==> src/hbs_pkg.sv <==
// Shared types and constants of the heightfield bilinear sampler.
// No dependencies; hbs_fifo, hbs_front, hbs_back and the top level import this package.
package hbs_pkg;

    localparam int COORD_W     = 25;   // clamped grid-mapping numerator, [0, 2T]
    localparam int HEIGHT_W    = 24;
    localparam int INDEX_W     = 16;
    localparam int SIZE_W      = 24;
    localparam int RES_W       = 9;
    localparam int QUEUE_DEPTH = 4;
    localparam int QPTR_W      = $clog2(QUEUE_DEPTH);

    localparam logic [SIZE_W-1:0] SIZE_ONE  = 24'd256;
    localparam logic [SIZE_W-1:0] SIZE_RST  = 24'd256;
    localparam logic [RES_W-1:0]  RES_RST   = 9'd2;
    localparam logic [RES_W-1:0]  RES_MIN   = 9'd2;

    localparam logic FUNC_WRITE  = 1'b0;
    localparam logic FUNC_SAMPLE = 1'b1;

    localparam logic REG_TERRAIN_SIZE = 1'b0;
    localparam logic REG_GRID_RES     = 1'b1;

    typedef struct packed {
        logic [SIZE_W-1:0]  t;        // terrain size, at least 1.0
        logic [COORD_W-1:0] twice_t;
        logic               res_low;  // resolution below two: answer zero
    } cfg_t;

    typedef struct packed {
        logic                       func;
        logic [INDEX_W-1:0]         idx;
        logic signed [HEIGHT_W-1:0] wh;
        logic [COORD_W-1:0]         a;
        logic [COORD_W-1:0]         c;
    } item_t;

    typedef struct packed {
        logic                       valid;
        logic                       func;
        logic [INDEX_W-1:0]         idx;
        logic signed [HEIGHT_W-1:0] wh;
    } meta_t;

endpackage

==> src/hbs_front.sv <==
// Front end: accept items, tag write or sample, map world X,Z onto clamped
// terrain numerators. Depends on hbs_pkg.
module hbs_front import hbs_pkg::*; (
    input  logic                       s_valid,
    output logic                       s_ready,
    input  logic                       s_func,
    input  logic [INDEX_W-1:0]         s_write_index,
    input  logic signed [HEIGHT_W-1:0] s_write_height,
    input  logic signed [HEIGHT_W-1:0] s_world_x,
    input  logic signed [HEIGHT_W-1:0] s_world_z,
    input  cfg_t                       cfg,
    input  logic                       fifo_full,
    output logic                       push,
    output item_t                      push_item
);

    function automatic logic [COORD_W-1:0] clamp_coord(
        input logic signed [COORD_W:0] v,
        input logic [COORD_W-1:0]      lim
    );
        logic signed [COORD_W:0] lim_s;
        lim_s = {1'b0, lim};
        if (v <= 0) begin
            return '0;
        end else if (v >= lim_s) begin
            return lim;
        end else begin
            return v[COORD_W-1:0];
        end
    endfunction

    logic signed [COORD_W:0] wx2, wz2, ts, sa, sc;

    always_comb begin
        wx2 = {s_world_x[HEIGHT_W-1], s_world_x, 1'b0};
        wz2 = {s_world_z[HEIGHT_W-1], s_world_z, 1'b0};
        ts  = {2'b00, cfg.t};
        sa  = wx2 + ts;
        sc  = ts - wz2;

        push_item.func = s_func;
        push_item.idx  = s_write_index;
        push_item.wh   = s_write_height;
        push_item.a    = clamp_coord(sa, cfg.twice_t);
        push_item.c    = clamp_coord(sc, cfg.twice_t);
    end

    assign s_ready = !fifo_full;
    assign push    = s_valid && !fifo_full;

endmodule

==> config.mk <==
export PLATFORM = sky130hd
export DESIGN_NAME = hbs_front
export DESIGN_NICKNAME = d
export VERILOG_FILES = /design/src/hbs_pkg.sv /design/src/hbs_front.sv
export SDC_FILE = /design/constraint.sdc
export NUM_CORES = 1
export LEC_CHECK = 0
export ABC_AREA = 1
export BUFFER_PORTS_ARGS = -buffer_cell sky130_fd_sc_hd__buf_2
export CORE_ASPECT_RATIO = 0.6
export CORE_MARGIN = 2
export CORE_UTILIZATION = 38
export DETAILED_ROUTE_END_ITERATION = 10
export SLEW_MARGIN = 15
export SYNTH_ARGS = -nofsm -noshare
export SYNTH_HDL_FRONTEND = slang
export SYNTH_SLANG_ARGS = --single-unit
==> constraint.sdc <==
create_clock -name vclk -period 5.4
set_input_delay 1.08 -clock vclk [all_inputs]
set_output_delay 1.08 -clock vclk [all_outputs]
set_load 0.005 [all_outputs]
* Word level (Yosys, flattened, before mapping)
Index checks and enable logic that the tools add are counted.
Operators by class: $add $sub $neg 2, magnitude comparators 4, muxes and demuxes 4, reduce and logical (&&, ||, !) cells 2
Operator list (number):
- two-way mux 25 bit | 4
- >= comparator 26 bit | 2
- <= comparator 26 x 1 -> 1 bit (second input constant) | 2
- adder 25 x 25 -> 26 bit | 1
- subtractor 25 x 25 -> 26 bit | 1
- logical AND 1 bit | 1
- logical NOT 1 bit | 1
Word-level totals: flip-flop bits (word level) 0, input bits 141, output and inout port bits 93, logic and storage cells 12

* Longest topological paths before layout
depth after elaboration 4, depth in mapped cells 32, gate-level depth less buffers 31

* Worst setup path before layout
OpenSTA, ideal clock, no wires.
path type input to output, start input port s_world_x[0], end output port push_item[34] in the netlist's numbering, data arrival time 3957 ps, required time 4320 ps, slack 363 ps, stages on the path 26, path through ha_1 fa_1 nand3_1 nand2_1 nand2_1 nand2_1 xnor2_1 inv_1 ha_1 nand2_1 nor2_1 nand3_1 nand3_1 nand2_1 nand3_1 nand2_1 nand2_1 nand2_1 nand2_1 nand2_1 nand2_1 nand2_1 buf_2 nand2_1 nand2_1 nor2_1
RTL lines:
- start, declared | line hbs_front.sv:9 | input logic signed [HEIGHT_W-1:0] s_world_x,
- end, declared | line hbs_front.sv:14 | output item_t push_item

==> qor.yml <==
run_status:
  status: "finished with violations"
  violations: "negative setup slack"
global_routing:
  grt.overflow.total: 0
  grt_pass1_vias: 7114
  antenna_found_initial: 0
  grtUsageTotal_pct: 27.5
  grt_max_degree: 27
  grt_pass1_wl_mm: 37.3
layout:
  drive_gt1_share_pct: 44.1
  fin_nets: 1652
  final_area_mm2: 0.00958
  final_cell_count_no_fill: 1615
  diodes: 0
  layout_commonest_cell: "nand2_1"
  syn2layout_area_growth_pct: 58.1
  regArea_um2: 0
  num-clock-buffers: 0
  seq_cells: 0
  finalCoreUtilization_pct: 62.0
  final_cell_mix: "nand2_1, inv_1, buf_4, buf_2, nand3_1"
setup_path:
  critical_path.endpoint_type: "output port"
  crit_start: "cfg[27]"
  critPathKind: "input port to output port"
  worstPathBufferInverterCount: 6
  cpMostUsedCell: "nand2_1"
  cpMaxStageDelayCell: "fa_2"
  cp_data_required_time_ns: 4.32
  path_depth: 30
  cp_data_arrival_time_ns: 4.54
  crit_end: "push_item[43]"
  crit_path_max_incr_delay_ns: 0.35
  worstSetupStartpointType: "input port"
  cp_max_fo: 7
  critical-path-top-delay-family: "simple AND/OR/NAND/NOR gates"
drt:
  dr.pass1.iters: 5
  wire_per_inst_um: 16.0
  route.vias.total: 8291
  vias_per_cell: 5.13
  ant_nets: 0
  drtIter0Drc: 720
  drt-total-wl_mm: 25.9
  drc_errors: 0
die:
  core_mm2: 0.0155
  die_w_um: 167
  start_util_pct: 39.2
  die_y_um: 102
  ioPinCount: 234
  dieArea_mm2: 0.0170
  rows: 35
timing:
  whs_ns: 2.16
  finalCritPeriodShare_pct: 104
  max_slew_margin_pct: 65.6
  fmax_mhz: 178
  worstMarginPinSlew_ns: 0.516
  drv_slew: 0
  fin_crit_ns: 5.62
  setup_viol: 50
  grt_setup_unrepaired: "yes"
  setup_slack_ns: -0.223
  hold_violations: 0
power_and_ir_drop:
  total_power_w: 0.00174
  max-vdd-ir-drop_mv: 0.102
  powerDensity_mw_per_mm2: 182
  leakage_nw: 5.34
place:
  dp.cells: 1585
  globalplace.congestion: 0.946
  detailed_place.area_mm2: 0.00792
  io_buffers: 151
  post-dp-hpwl_mm: 20.1
logic_synthesis:
  ys_seq_area_share_pct: 0
  ys_types: 37
  syn_inst: 1126
  yosysWarningCount: 0
  syn_avg_cell_area_um2: 5.38
  synth_nets: 1364
  synth_area_mm2: 0.00606
worst_hold_path:
  min_path_type: "input port to output port"
flow_run:
  maxCapViolations: 0
==> worst min path at each step <==
stage | startpoint | to | cells past startpoint
after floorplan | fifo_full | s_ready | 1
after global placement | s_write_height[4] | push_item[54] | 0
after detailed placement | s_write_height[4] | push_item[54] | 0
after CTS | s_write_height[4] | push_item[54] | 0
after global routing | s_write_height[13] | push_item[63] | 0
final | s_write_height[13] | push_item[63] | 0
==> final cells by class <==
class | instances | area [µm²]
well taps | 203 | 254
fillers | 1483 | 5880
repair buffers | 343 | 2420
multi-input cells | 870 | 6150
inverters | 199 | 752
==> metal layers <==
metal | global-route usage, % | share of wire, %
met4 | 1.72 | 0.68
met1 | 44.5 | 50
met5 | 0 | 0
met2 | 40.6 | 40
met3 | 1.99 | 9.4
==> power breakdown <==
part           switching [W]  leakage [nW]  internal (W)
Sequential                 0             0             0
Combinational       0.000951          5.34      0.000788
Clock                      0             0             0
Total               0.000951          5.34      0.000788
==> through the flow <==
step                TNS, ns  setup WS [ns]
floorplan                 0          0.363
global placement     -14.42         -0.346
detailed placement   -16.44         -0.405
CTS                   -2.61         -0.114
global route         -17.43         -0.388
finish                -9.31         -0.223
==> repair_timing <==
action | CTS | global route
setup endpoints to repair | 50 | 50
pin swaps | 45 | 66
gates resized for setup | 100 | 209
setup buffers | 8 | 16
cloned | 3 | 4
hold endpoints to repair | 0 | 0
hold buffers | 0 | 0
==> logic make-up (layout without fill, tap and decap cells) <==
group / count (synthesis) / in the layout / share of synthesized area (%)
and+or+nand+nor: 620 / 620 / 44.2
xor gates and xnor gates: 16 / 16 / 2.69
buffers and inverters: 256 / 542 / 19.4
AOI/OAI and AO/OA: 137 / 137 / 13.5
adders and majority gates: 97 / 97 / 20.3
==> Yosys cell counts (2+ instances only) <==
master    instances  area, µm²
ha_1             95       1190
nand3_2           5       50.1
nand2_4           3       33.8
a21oi_2          25        219
nor2_1          103        387
xor2_1           12        105
o21ai_0          25        125
nand3b_1          7       52.6
buf_12            2       40.0
nand2_1         343       1290
buf_4            41        308
nand2_2          17        106
nand4_1          23        144
buf_6             2       22.5
nand3_1          94        470
xor2_2            2       32.5
nor4_1            2       12.5
o21bai_1          7       52.6
a21o_1            3       22.5
buf_2             8       40.0
a21oi_1          67        335
clkbuf_1          4       15.0
o21ai_1           5       25.0
nor3_1           14       70.1
inv_1           198        743
nor2_2            6       37.5
fa_1              2       40.0
a211oi_1          2       15.0
(Power assumes the default switching activity.)
