**src/hbs_pkg.sv**
```systemverilog
// Shared types and constants of the heightfield bilinear sampler.
// No dependencies; hbs_fifo, hbs_front, hbs_back and the top level import this package.
package hbs_pkg;

    localparam int COORD_W     = 25;   // clamped grid-mapping numerator, [0, 2T]
    localparam int HEIGHT_W    = 24;
    localparam int INDEX_W     = 16;
    localparam int SIZE_W      = 24;
    localparam int RES_W       = 9;
    localparam int QUEUE_DEPTH = 4;
    localparam int QPTR_W      = $clog2(QUEUE_DEPTH);

    localparam logic [SIZE_W-1:0] SIZE_ONE  = 24'd256;
    localparam logic [SIZE_W-1:0] SIZE_RST  = 24'd256;
    localparam logic [RES_W-1:0]  RES_RST   = 9'd2;
    localparam logic [RES_W-1:0]  RES_MIN   = 9'd2;

    localparam logic FUNC_WRITE  = 1'b0;
    localparam logic FUNC_SAMPLE = 1'b1;

    localparam logic REG_TERRAIN_SIZE = 1'b0;
    localparam logic REG_GRID_RES     = 1'b1;

    typedef struct packed {
        logic [SIZE_W-1:0]  t;        // terrain size, at least 1.0
        logic [COORD_W-1:0] twice_t;
        logic               res_low;  // resolution below two: answer zero
    } cfg_t;

    typedef struct packed {
        logic                       func;
        logic [INDEX_W-1:0]         idx;
        logic signed [HEIGHT_W-1:0] wh;
        logic [COORD_W-1:0]         a;
        logic [COORD_W-1:0]         c;
    } item_t;

    typedef struct packed {
        logic                       valid;
        logic                       func;
        logic [INDEX_W-1:0]         idx;
        logic signed [HEIGHT_W-1:0] wh;
    } meta_t;

endpackage

```
**src/hbs_fifo.sv**
```systemverilog
// Short item queue between the front and back of the sampler.
// Depends on hbs_pkg for item_t and the queue depth.
module hbs_fifo import hbs_pkg::*; (
    input  logic  aclk,
    input  logic  aresetn,
    input  logic  push,
    input  item_t push_item,
    input  logic  pop,
    output item_t head_item,
    output logic  full,
    output logic  empty
);

    localparam int CNT_W = $clog2(QUEUE_DEPTH + 1);

    item_t               mem_reg [QUEUE_DEPTH];
    logic [QPTR_W-1:0]   wr_ptr_reg, wr_ptr_next;
    logic [QPTR_W-1:0]   rd_ptr_reg, rd_ptr_next;
    logic [CNT_W-1:0]    cnt_reg, cnt_next;

    assign full      = (cnt_reg == CNT_W'(QUEUE_DEPTH));
    assign empty     = (cnt_reg == '0);
    assign head_item = mem_reg[rd_ptr_reg];

    always_comb begin
        wr_ptr_next = push ? wr_ptr_reg + 1'b1 : wr_ptr_reg;
        rd_ptr_next = pop  ? rd_ptr_reg + 1'b1 : rd_ptr_reg;
        cnt_next    = cnt_reg;
        if (push && !pop) begin
            cnt_next = cnt_reg + 1'b1;
        end else if (pop && !push) begin
            cnt_next = cnt_reg - 1'b1;
        end
    end

    always_ff @(posedge aclk) begin
        if (!aresetn) begin
            wr_ptr_reg <= '0;
            rd_ptr_reg <= '0;
            cnt_reg    <= '0;
        end else begin
            wr_ptr_reg <= wr_ptr_next;
            rd_ptr_reg <= rd_ptr_next;
            cnt_reg    <= cnt_next;
        end
        if (push) begin
            mem_reg[wr_ptr_reg] <= push_item;
        end
    end

endmodule

```
**config.mk**
```make
export PLATFORM = sky130hd
export DESIGN_NAME = hbs_fifo
export DESIGN_NICKNAME = d
export VERILOG_FILES = /design/src/hbs_pkg.sv /design/src/hbs_fifo.sv
export SDC_FILE = /design/constraint.sdc
export NUM_CORES = 1
export LEC_CHECK = 0
export ABC_AREA = 1
export CORE_AREA = 2 2 190 192
export DETAILED_ROUTE_END_ITERATION = 8
export DIE_AREA = 0 0 192 194
export DONT_BUFFER_PORTS = 1
export GPL_ROUTABILITY_DRIVEN = 0
export SLEW_MARGIN = 20
export SYNTH_ARGS = -nofsm -noshare
export SYNTH_HDL_FRONTEND = slang
export SYNTH_SLANG_ARGS = --single-unit
```
**constraint.sdc**
```tcl
create_clock -name aclk -period 5.8 [get_ports aclk]
set_clock_uncertainty 0.05 [all_clocks]
set_input_delay 0.58 -clock aclk [delete_from_list [all_inputs] [get_ports aclk]]
set_output_delay 0.58 -clock aclk [all_outputs]
set_load 0.005 [all_outputs]
```
# --- After elaboration in Yosys (flattened, before gate mapping) ---
# Memory sizes are Yosys's and may differ from the RTL's. A register that Yosys moved wholly into a read port is not among the register bits.
# Cells that the tools add are included.
totals:
  register_bits: 7
  ram_bits: 364
  word_cells: 21
  mem_count: 1
classes:
  addsub: 4
  eq_ne: 1
  mux: 6
  reduce_logical: 6
mem_list:
  columns: ["memory", "words", "word_bits", "rd", "rd_ports_with_merged_regs", "write_ports", "line_no", "source"]
  rows:
  - ["mem_reg", 4, 91, 1, 1, 1, "hbs_fifo.sv:16", "item_t mem_reg [QUEUE_DEPTH];"]
op_table:
  columns: ["op", "n"]
  rows:
  - ["$mux 3", 2]
  - ["$add 2x1->2 const B", 2]
  - ["$mux 2", 2]
  - ["$add 3x1->3 const B", 1]
  - ["$eq 3x3->1 const B", 1]
  - ["$logic_not 3->1", 1]
  - ["$sub 3x1->3 const B", 1]
  - ["$logic_and 1x1->1", 2]
  - ["$logic_not 1->1", 2]
  - ["$mux 1", 2]
  - ["$reduce_bool 2->1", 1]

# --- Depth between registers and ports, before layout ---
# Gate-level depths: netlist of run 1.
logic_depth:
  depth_word: 4
  depth_mapped: 10
  mapped_depth_nobuf: 10

# --- Worst setup path before layout of run 1 ---
# No wires, ideal clock.
synth_timing:
  kind: "input to register"
  from: "input port push"
  to: "memory mem_reg[0][0] (netlist name), enable pin"
  setup_ns: 0.445
  arrival_time_ns: 2.374
  path_slack_ns: 2.932
  stages: 2
  n_path_buf: 0
  path_cell_list: "nand2_1 inv_1"
synth_between:
  elab_chain_cells: 2
synth_lines:
  columns: ["element", "line_no", "source"]
  rows:
  - ["start, declared", "hbs_fifo.sv:6", "input logic push,"]
  - ["$mux 1", "hbs_fifo.sv:46", "if (push) begin"]
  - ["$mux 1 (not written as such)", "hbs_fifo.sv:47", "mem_reg[wr_ptr_reg] <= push_item;"]
  - ["end, declared", "hbs_fifo.sv:16", null]
# No other way between the ends.

==> results by group, run 1 <==
STA
  – Period minus WS final: approximately 3200 ps
  – Setup slack after layout: 2550 ps
  – Setup tns final: 0 ps
  – Slew margin rel.: 31.6%
  – RSZ-0062 raised after global routing: no
  – F_max: approximately 300 MHz
  – Final setup vio count: 0
  – Hold Violations, Final: 0
  – Ratio of final minimum period to clock period: between 50% and 60%
  – Slew Limit Fails: 0
  – Slew @ Worst Pin: approximately 1000 ps

Global route
  – Vias in the first global route: ~7,400
  – Initial antenna violation count: 0
  – Gr ovfl total: 0
  – First-pass GRT wire length: 43.3 mm
  – Pin count of the biggest net entering global routing: approximately 120
  – Total GRT Usage: approximately 15%

Worst hold path
  – Min-delay src: push_item[31]
  – Worst Hold Depth: 0
  – Worst hold path endpoint: mem_reg[3][31]
  – HP Class: in2reg

Place
  – Post-DP Area: around 0.014 mm2
  – Post-DP HPWL: approximately 15 mm
  – I/O Buffers: 0
  – Pre-CTS setup slack: just over 3000 ps

Logic synthesis
  – Largest family of logic cells by synthesized area: compound AO/OA/AOI/OAI gates
  – Mux contribution to synthesized area: 0%
  – Seq/Total Area, Yosys: roughly four fifths
  – Synth Area in Compound Gates: between 10% and 20%
  – Syn Area/Cell: 14.8 um2
  – YS warnings: 0
  – XOR/XNOR Fraction of Synth Area: 0%
  – Post-Synthesis Cells: 938
  – Netlist cell types: 21
  – #FFs+latches synth: about 370
  – Mapped Nets: a little over 1,000
  – Simple-gate share of the synthesized area: about 5.4%
  – Synth Area in Adders: less than 1%
  – Synthesized area: roughly 0.014 mm2

Clock network
  – Clock Tree Root: clkbuf_16
  – Clk slew on worst S/H paths: around 60 ps
  – H-tree depth: 2
  – Post-CTS sizing: 0
  – Clk buf depth: 3
  – Post-CTS Setup Repair Bufs: 0
  – CTS Buf Count: 39
  – CTS tree: done
  – Latest clock arrival within the worst-skew pair: about 530 ps
  – Total clock sinks: about 370
  – Hold_buf cts: 0

Die
  – Chip width: roughly 190 um
  – Initial core utilization: between 30 and 40%
  – I/O pins: 188
  – Die Area: between 0.03 and 0.04 mm2
  – Core ar.: 0.0352 mm2
  – Vert. Die Dim: 194 um
  – Core Rows: just under 70

Job
  – Maxcap violations: 0

Critical path
  – Crit Path Class: reg2out
  – Worst R2R Setup Slack: around 3400 ps
  – Crit path required time: 5170 ps
  – Crit path arrival time: approximately 2600 ps
  – Worst reg2reg path depth: 5
  – CP max FO: around 120
  – RR Startpoint: wr_ptr_reg[0]
  – Worst R2R End: mem_reg[2][45]
  – Worst setup EP type: output port
  – CP Launch Type: flip-flop

Final layout
  – Share of cells above drive strength 1: 7.63%
  – Commonest non-fill, non-tap cell in the layout: edfxtp_1
  – N_diodes: 0
  – Most frequent cells in the layout: 364 x edfxtp_1, 187 x nor2_1, 187 x o21ai_0, 91 x o22ai_1, 41 x clkbuf_16
  – Area grow syn2layout: 11.1%
  – # fillers: 3,129
  – Post-route cell area: ~0.015 mm2
  – Nets: ~1,000
  – Largest register FFs: 364

Route
  – Initial DRC count: ~460
  – WL/cell: approximately 20 um
  – DRC: 0
  – Post-route ant nets: 0
  – DRT Pass-1 Iters: 4
  – Vias: between 7,000 and 8,000
  – Final wirelength: approximately 29 mm
  – Via density: 5.21

Outcome
  – Status: finished, final reports clean

Power and ir drop
  – Max VDD drop: between 300 and 400 uV
  – Lkg Pwr: about 5.0 nW
  – Power Density: ~380 mW/mm2
-- metrics by stage --
step                      cells  hold slack, ps  utilization (%)  total power (W)
after global placement     1349             390             40.3          0.00351
after CTS                  1418            42.1             43.9          0.00597
after global routing       1418            45.6             43.9          0.00611
after floorplan             938             362                -          0.00343
final                      1418            76.2             43.9          0.00590
after detailed placement   1349             376             40.3          0.00352
-- cells in the mapped netlist (all sizes together) --
cell	number	area [um2]
a21oi	4	20.0
edfxtp	364	10900
clkbuf	35	140
clkinv	1	3.75
inv	16	60.1
o21ai	188	941
nand4	1	6.26
nand2	9	33.8
fa	1	20.0
buf	24	244
dfxtp	9	180
nor2	187	702
nand3	1	5.00
o22ai	91	569
ha	5	62.6
nor3	2	10.0
-- area by class of cell --
class | count | area [um2] | share of cell area (%)
repair buffers | 9 | 67.6 | 0.437
clock buffers | 46 | 1040 | 6.75
clock inverters | 23 | 221 | 1.43
flip-flops and latches | 373 | 11100 | 71.8
inverters | 17 | 78.8 | 0.509
multi-input cells | 489 | 2370 | 15.3
well taps | 461 | 577 | 3.73
-- cells by family after synthesis --
| family | Yosys count |
|---|---|
| flip-flops | 373 |
| adder cells (fa/ha/maj) | 6 |
| buffers and inverters | 76 |
| AO/OA/AOI/OAI | 283 |
| AND/OR/NAND/NOR | 200 |
-- power breakdown --
group	internal (W)	switching, W
Clock	0.00147	0.000979
Combinational	0.0000814	0.000259
Sequential	0.00308	0.0000305
Total	0.00463	0.00127
-- critical path, cell delays in order (launching register included) --
cell,delay (ps)
dfxtp_4,360
inv_6,610
buf_4,590
o21ai_0,190
o22ai_1,300
-- how the worst max path moves through the flow --
stage,to,cells after the start
finish,head_item[53],4
global route,head_item[37],4
CTS,head_item[37],4
detailed placement,head_item[37],4
global placement,head_item[37],4
floorplan,mem_reg[0][0],2
-- routing by layer --
| layer | track usage, % | vias up | wire, um |
|---|---|---|---|
| met5 | 0 | - | 0 |
| met4 | 5.77 | 0 | 702 |
| met3 | 6.30 | 52 | 2750 |
| met2 | 24.5 | 200 | 13400 |
| met1 | 18.7 | 3628 | 12000 |
| li1 | - | 3510 | - |
(Power assumes the default switching activity.)
==> run 2: changes to the inputs <==
- clock period: 5.8 -> 2.7 ns (I/O delays scaled with it)
==> run 2 against run 1 <==
Compared with the run above:
- first-iteration DRC count is 11% lower
- critical path type unchanged
- combinational power grew to 2.8 times the previous value
- register-to-register slack worse by 2800 ps
- critical path depth stayed put
- die area stayed put
- final area is 7.3% higher
- power is 110% higher
- via count is 6.6% higher
- critical endpoint is now head_item[88]
- global-route usage is 0.11 points higher
==> results by group, run 2 (synthesized netlist as in run 1, its figures left out) <==
Die
  – I/O pins: 188 (unchanged)
  – Vert. Die Dim: 194 um (unchanged)
  – Chip width: 192 um (unchanged)
  – Initial core utilization: 39.5% (unchanged)
  – Die Area: 0.0372 mm2 (unchanged)
  – Core ar.: 0.0352 mm2 (unchanged)
  – Core Rows: 69 (unchanged)

STA
  – Hold Violations, Final: 0 (unchanged)
  – F_max: 416 MHz
  – Setup tns final: 0 ps (unchanged)
  – Final setup vio count: 0 (unchanged)
  – RSZ-0062 raised after global routing: no
  – Slew @ Worst Pin: 698 ps (-329 ps)
  – Slew Limit Fails: 0 (unchanged)
  – Period minus WS final: approximately 2400 ps
  – Setup slack after layout: 296 ps (-2260 ps)
  – Ratio of final minimum period to clock period: between 80% and 90%
  – Slew margin rel.: 53.4% (+22 points)

Power and ir drop
  – Total power: 0.0126 W (+110%)
  – Clock power frac: 39.4% (-2.1 points)
  – Lkg Pwr: 5.42 nW (+9.1%)
  – Sw Share: 21.8% (+0.32 points)
  – Gate power share: 7.6% (+1.8 points)
  – Seq pwr share: 53.0% (+0.2 points)
  – Power Density: 759 mW/mm2 (+99%)
  – P_sw: 0.00275 W (+120%)
  – Max VDD drop: 618 uV (+72%)
  – Int Pwr: 0.00986 W (+110%)

Route
  – Final wirelength: 29.0 mm (+0.91%)
  – DRC: 0 (unchanged)
  – WL/cell: 19.1 um (-6.0%)
  – Post-route ant nets: 0 (unchanged)
  – DRT Pass-1 Iters: 4 (unchanged)
  – Via density: 5.17 (-0.75%)
  – Initial DRC count: 404 (-11%)
  – Vias: 7,878 (+6.6%)

Place
  – Post-DP HPWL: 16.5 mm (+7.7%)
  – I/O Buffers: 0 (unchanged)
  – Pre-CTS setup slack: 565 ps (-2480 ps)

Global route
  – Pin count of the biggest net entering global routing: 93 (-25%)
  – GR Util met1: 18.7% (about the same)
  – Vias in the first global route: 8,011 (+8.1%)
  – Gr ovfl total: 0 (unchanged)
  – Initial antenna violation count: 0 (unchanged)
  – M3 GR Usage: 4.74% (-1.6 points)
  – First-pass GRT wire length: 44.3 mm (+2.2%)
  – Total GRT Usage: 15.5% (+0.11 points)
  – GR peak layer: met2
  – M2 GR Usage: 26.0% (+1.5 points)

Final layout
  – Share of cells above drive strength 1: 7.63% (about the same)
  – Largest register FFs: 364 (unchanged)
  – Area grow syn2layout: 19.2%
  – N_diodes: 0 (unchanged)
  – Most frequent cells in the layout: 364 x edfxtp_1, 187 x nor2_1, 187 x o21ai_0, 95 x dlygate4sd3_1, 91 x o22ai_1
  – Commonest non-fill, non-tap cell in the layout: edfxtp_1
  – Nets: 1,139 (+11%)

Clock network
  – Clk buf depth: 3 (unchanged)
  – Hold_buf cts: 95 (+95)
  – Total clock sinks: 373 (unchanged)
  – Post-CTS Setup Repair Bufs: 0 (unchanged)
  – Post-CTS sizing: 0 (unchanged)
  – H-tree depth: 2 (unchanged)
  – Clock Tree Root: clkbuf_16
  – CTS Buf Count: 38 (-2.6%)
  – Clk slew on worst S/H paths: 60 ps (about the same)
  – CTS tree: done
  – Latest clock arrival within the worst-skew pair: 530 ps (about the same)

Critical path
  – CP max FO: 42 (-66%)
  – Crit Path Class: reg2out
  – Crit path required time: 2380 ps (-2790 ps)
  – Crit path arrival time: 2080 ps (-540 ps)
  – CP Launch Type: flip-flop
  – Worst setup EP type: output port
  – Worst R2R Setup Slack: 600 ps (-2800 ps)

Job
  – Maxcap violations: 0 (unchanged)

Outcome
  – Status: finished, final reports clean

Worst hold path
  – HP Class: in2reg
-- run 2: per-layer routing --
layer	part of all wire, %	vias up
li1	-	3728
met3	7.5	50
met5	0	-
met2	49	210
met1	41	3890
met4	2.3	0
-- run 2: layout make-up --
cell class,instances,area (um2)
multi-input cells,489,2370
fillers,2971,18600
well taps,461,577
repair buffers,119,1280
clock inverters,18,134
inverters,17,81.3
flip-flops and latches,373,11100
clock buffers,46,1040
-- run 2: worst max-delay path, cell delays in order, from the launching register on --
cell	delay (ps)
dfxtp_4	470
inv_2	140
buf_4	410
o21ai_0	180
o22ai_1	300
-- run 2: power groups by stage --
stage | clock network [W] | registers, W | logic [W]
global placement | 0 | 0.00680 | 0.000799
CTS | 0.00510 | 0.00668 | 0.000980
detailed placement | 0 | 0.00681 | 0.000810
global route | 0.00531 | 0.00670 | 0.00107
finish | 0.00497 | 0.00668 | 0.000959
floorplan | 0 | 0.00679 | 0.000571
-- run 2: path summary, 6_finish.rpt --
path / start / cells after the start / to
setup / recovery: flip-flop / 4 / head_item[88]
hold / removal: pop / 4 / cnt_reg[1]
hold reg to reg: rd_ptr_reg[1] / 1 / flip-flop
setup reg to reg: wr_ptr_reg[0] / 5 / mem_reg[0][29]
-- run 2: per-stage QoR --
step / instance area [um2] / instances / hold WS [ps] / util, %
global placement: 14500 / 1364 / 319 / 41.1
floorplan: 13900 / 938 / 319 / -
CTS: 16600 / 1523 / 42.5 / 47.1
finish: 16600 / 1523 / 82.8 / 47.1
global route: 16600 / 1523 / 90.2 / 47.1
detailed placement: 14500 / 1364 / 319 / 41.1
==> run 3: changes to the inputs <==
- CORE_AREA: 2 2 190 192 -> 2 2 179 181
- DIE_AREA: 0 0 192 194 -> 0 0 181 183
- clock period: 2.7 -> 3 ns (I/O delays scaled with it)
==> run 3 against run 2 <==
Compared with the run above:
- combinational power is 12% lower
- sequential share of layout area increased by 0.65 points
- first-iteration DRC count rose by 35%
- critical endpoint is now head_item[51]
- power fell by 9.5%
- clock power down 8.2%
- register-to-register slack improved by 520 ps
- die area fell by 11%
- sequential power down 10%
==> results by group, run 3 (synthesized netlist as in run 1, its figures left out) <==
Power and ir drop
  – Power Density: 694 mW/mm2 (-8.6%)
  – Max VDD drop: 493 uV (-20%)
  – Total power: 0.0114 W (-9.5%)
  – Lkg Pwr: 5.41 nW (about the same)

Final layout
  – Most frequent cells in the layout: 364 x edfxtp_1, 187 x nor2_1, 187 x o21ai_0, 94 x dlygate4sd3_1, 91 x o22ai_1
  – # fillers: 2,564 (-14%)
  – Share of cells above drive strength 1: 7.34% (-0.28 points)
  – Final Util: 52.6% (+5.5 points)
  – Commonest non-fill, non-tap cell in the layout: edfxtp_1
  – N_diodes: 0 (unchanged)
  – Largest register FFs: 364 (unchanged)
  – Nets: 1,136 (-0.26%)
  – Area grow syn2layout: 18.0%

Clock network
  – H-tree depth: 2 (unchanged)
  – Clk slew on worst S/H paths: 60 ps (about the same)
  – Total clock sinks: 373 (unchanged)
  – Latest clock arrival within the worst-skew pair: 500 ps (-30 ps)
  – Clock Tree Root: clkbuf_16
  – Clk buf depth: 3 (unchanged)
  – CTS tree: done
  – CTS Buf Count: 39 (+2.6%)

STA
  – Hold Violations, Final: 0 (unchanged)
  – Worst hold slack: 61.1 ps (-21.7 ps)
  – F_max: approximately 400 MHz
  – Slew Limit Fails: 0 (unchanged)
  – Slew margin rel.: 36.1% (-17 points)
  – RSZ-0062 raised after global routing: no
  – Period minus WS final: 2570 ps
  – Setup tns final: 0 ps (unchanged)
  – Slew @ Worst Pin: 959 ps (+261 ps)
  – Ratio of final minimum period to clock period: a little under nine tenths
  – Final setup vio count: 0 (unchanged)

Outcome
  – Status: finished, final reports clean

Critical path
  – Slowest Stage Delay on Critical Path: 710 ps (+240 ps)
  – Worst setup EP type: output port
  – Crit Path Class: reg2out
  – Crit-path cells: buf_4, o21ai_0, o22ai_1
  – CP Launch Type: flip-flop
  – Crit path required time: 2650 ps (+270 ps)
  – Crit path arrival time: 2220 ps (+140 ps)
  – CP max FO: 96 (+130%)
  – Worst reg2reg path depth: 5 (unchanged)
  – Crit path max-delay cell type: buf_4

Global route
  – Initial antenna violation count: 0 (unchanged)
  – First-pass GRT wire length: 44.5 mm (+0.50%)
  – Gr ovfl total: 0 (unchanged)
  – Pin count of the biggest net entering global routing: 97 (+4.3%)
  – Vias in the first global route: 7,959 (-0.65%)
  – Total GRT Usage: 17.3% (+1.8 points)

Die
  – Die Area: 0.0331 mm2 (-11%)
  – Core Rows: 65 (-5.8%)
  – Vert. Die Dim: 183 um (-5.7%)
  – Chip width: 181 um (-5.7%)
  – Initial core utilization: 44.6% (+5.1 points)
  – I/O pins: 188 (unchanged)
  – Core ar.: 0.0312 mm2 (-11%)

Job
  – Maxcap violations: 0 (unchanged)

Route
  – Post-route ant nets: 0 (unchanged)
  – DRT Pass-1 Iters: 4 (unchanged)
  – Via density: 5.38 (+4.0%)
  – Initial DRC count: 545 (+35%)
  – DRC: 0 (unchanged)
  – Final wirelength: 28.8 mm (-0.98%)
  – Vias: 7,879 (+0.013%)
  – WL/cell: 19.6 um (+3.0%)

Place
  – I/O Buffers: 0 (unchanged)
  – Post-DP HPWL: 15.8 mm (-4.1%)

Worst hold path
  – Worst Hold Depth: 3 (-1)
  – HP Class: in2reg
## run 3: changes by cell type in the layout (fill, tap and decap cells not counted), sizes merged, moves of 3 or more
| cell | change |
|---|---|
| buf | -3 |
| clkinvlp | -5 |
| clkbuf | +3 |
| inv | +4 |
## run 3: worst max-delay path: cells and delay by family (launching register included)
family,cells,cell delay [ps]
AOI/OAI and AO/OA,2,570
buffers and inverters,1,710
DFF,1,360
## run 3: layout make-up
cell class	count	area (um2)	share of cell area [%]
multi-input combinational	489	2370	14.4
sequential	373	11100	67.6
clock buffer	49	1060	6.42
clock inverter	19	160	0.974
timing repair buffer	115	1160	7.06
inverter	17	76.3	0.464
tap	402	503	3.06
## run 3: worst paths after layout
check                   endpoint  slack (ps)     startpoint
setup / recovery   head_item[51]         430      flip-flop
hold / removal        cnt_reg[0]          60            pop
setup reg to reg  mem_reg[0][71]        1120  wr_ptr_reg[0]
hold reg to reg        flip-flop         410  rd_ptr_reg[1]
## run 3: per-layer routing
metal	routed length [um]	global-route usage, %	up-vias
met5	0	0	-
met4	637	5.30	0
met3	2050	5.28	55
met2	14000	29.6	216
met1	12100	21.2	3874
li1	-	-	3734
## run 3: metrics by stage
step,instance area [um2],setup WS [ps],std cells
global placement,14300,1030,1302
detailed placement,14300,996,1302
CTS,16400,446,1464
finish,16400,432,1464
floorplan,13900,158,938
global route,16400,225,1464
## run 3: power breakdown
group / switching (W) / internal (W) / total (W)
Clock: 0.00183 / 0.00274 / 0.00456
Combinational: 0.000583 / 0.000262 / 0.000845
Sequential: 0.0000473 / 0.00596 / 0.00600
Total: 0.00246 / 0.00895 / 0.0114
## run 3: what timing repair did
| action | 4_1_cts | 5_1_grt |
|---|---|---|
| resized for setup | 0 | 0 |
| hold buffers | 94 | 0 |
| buffers inserted | 0 | 0 |
| endpoints found under the hold margin | 373 | 0 |
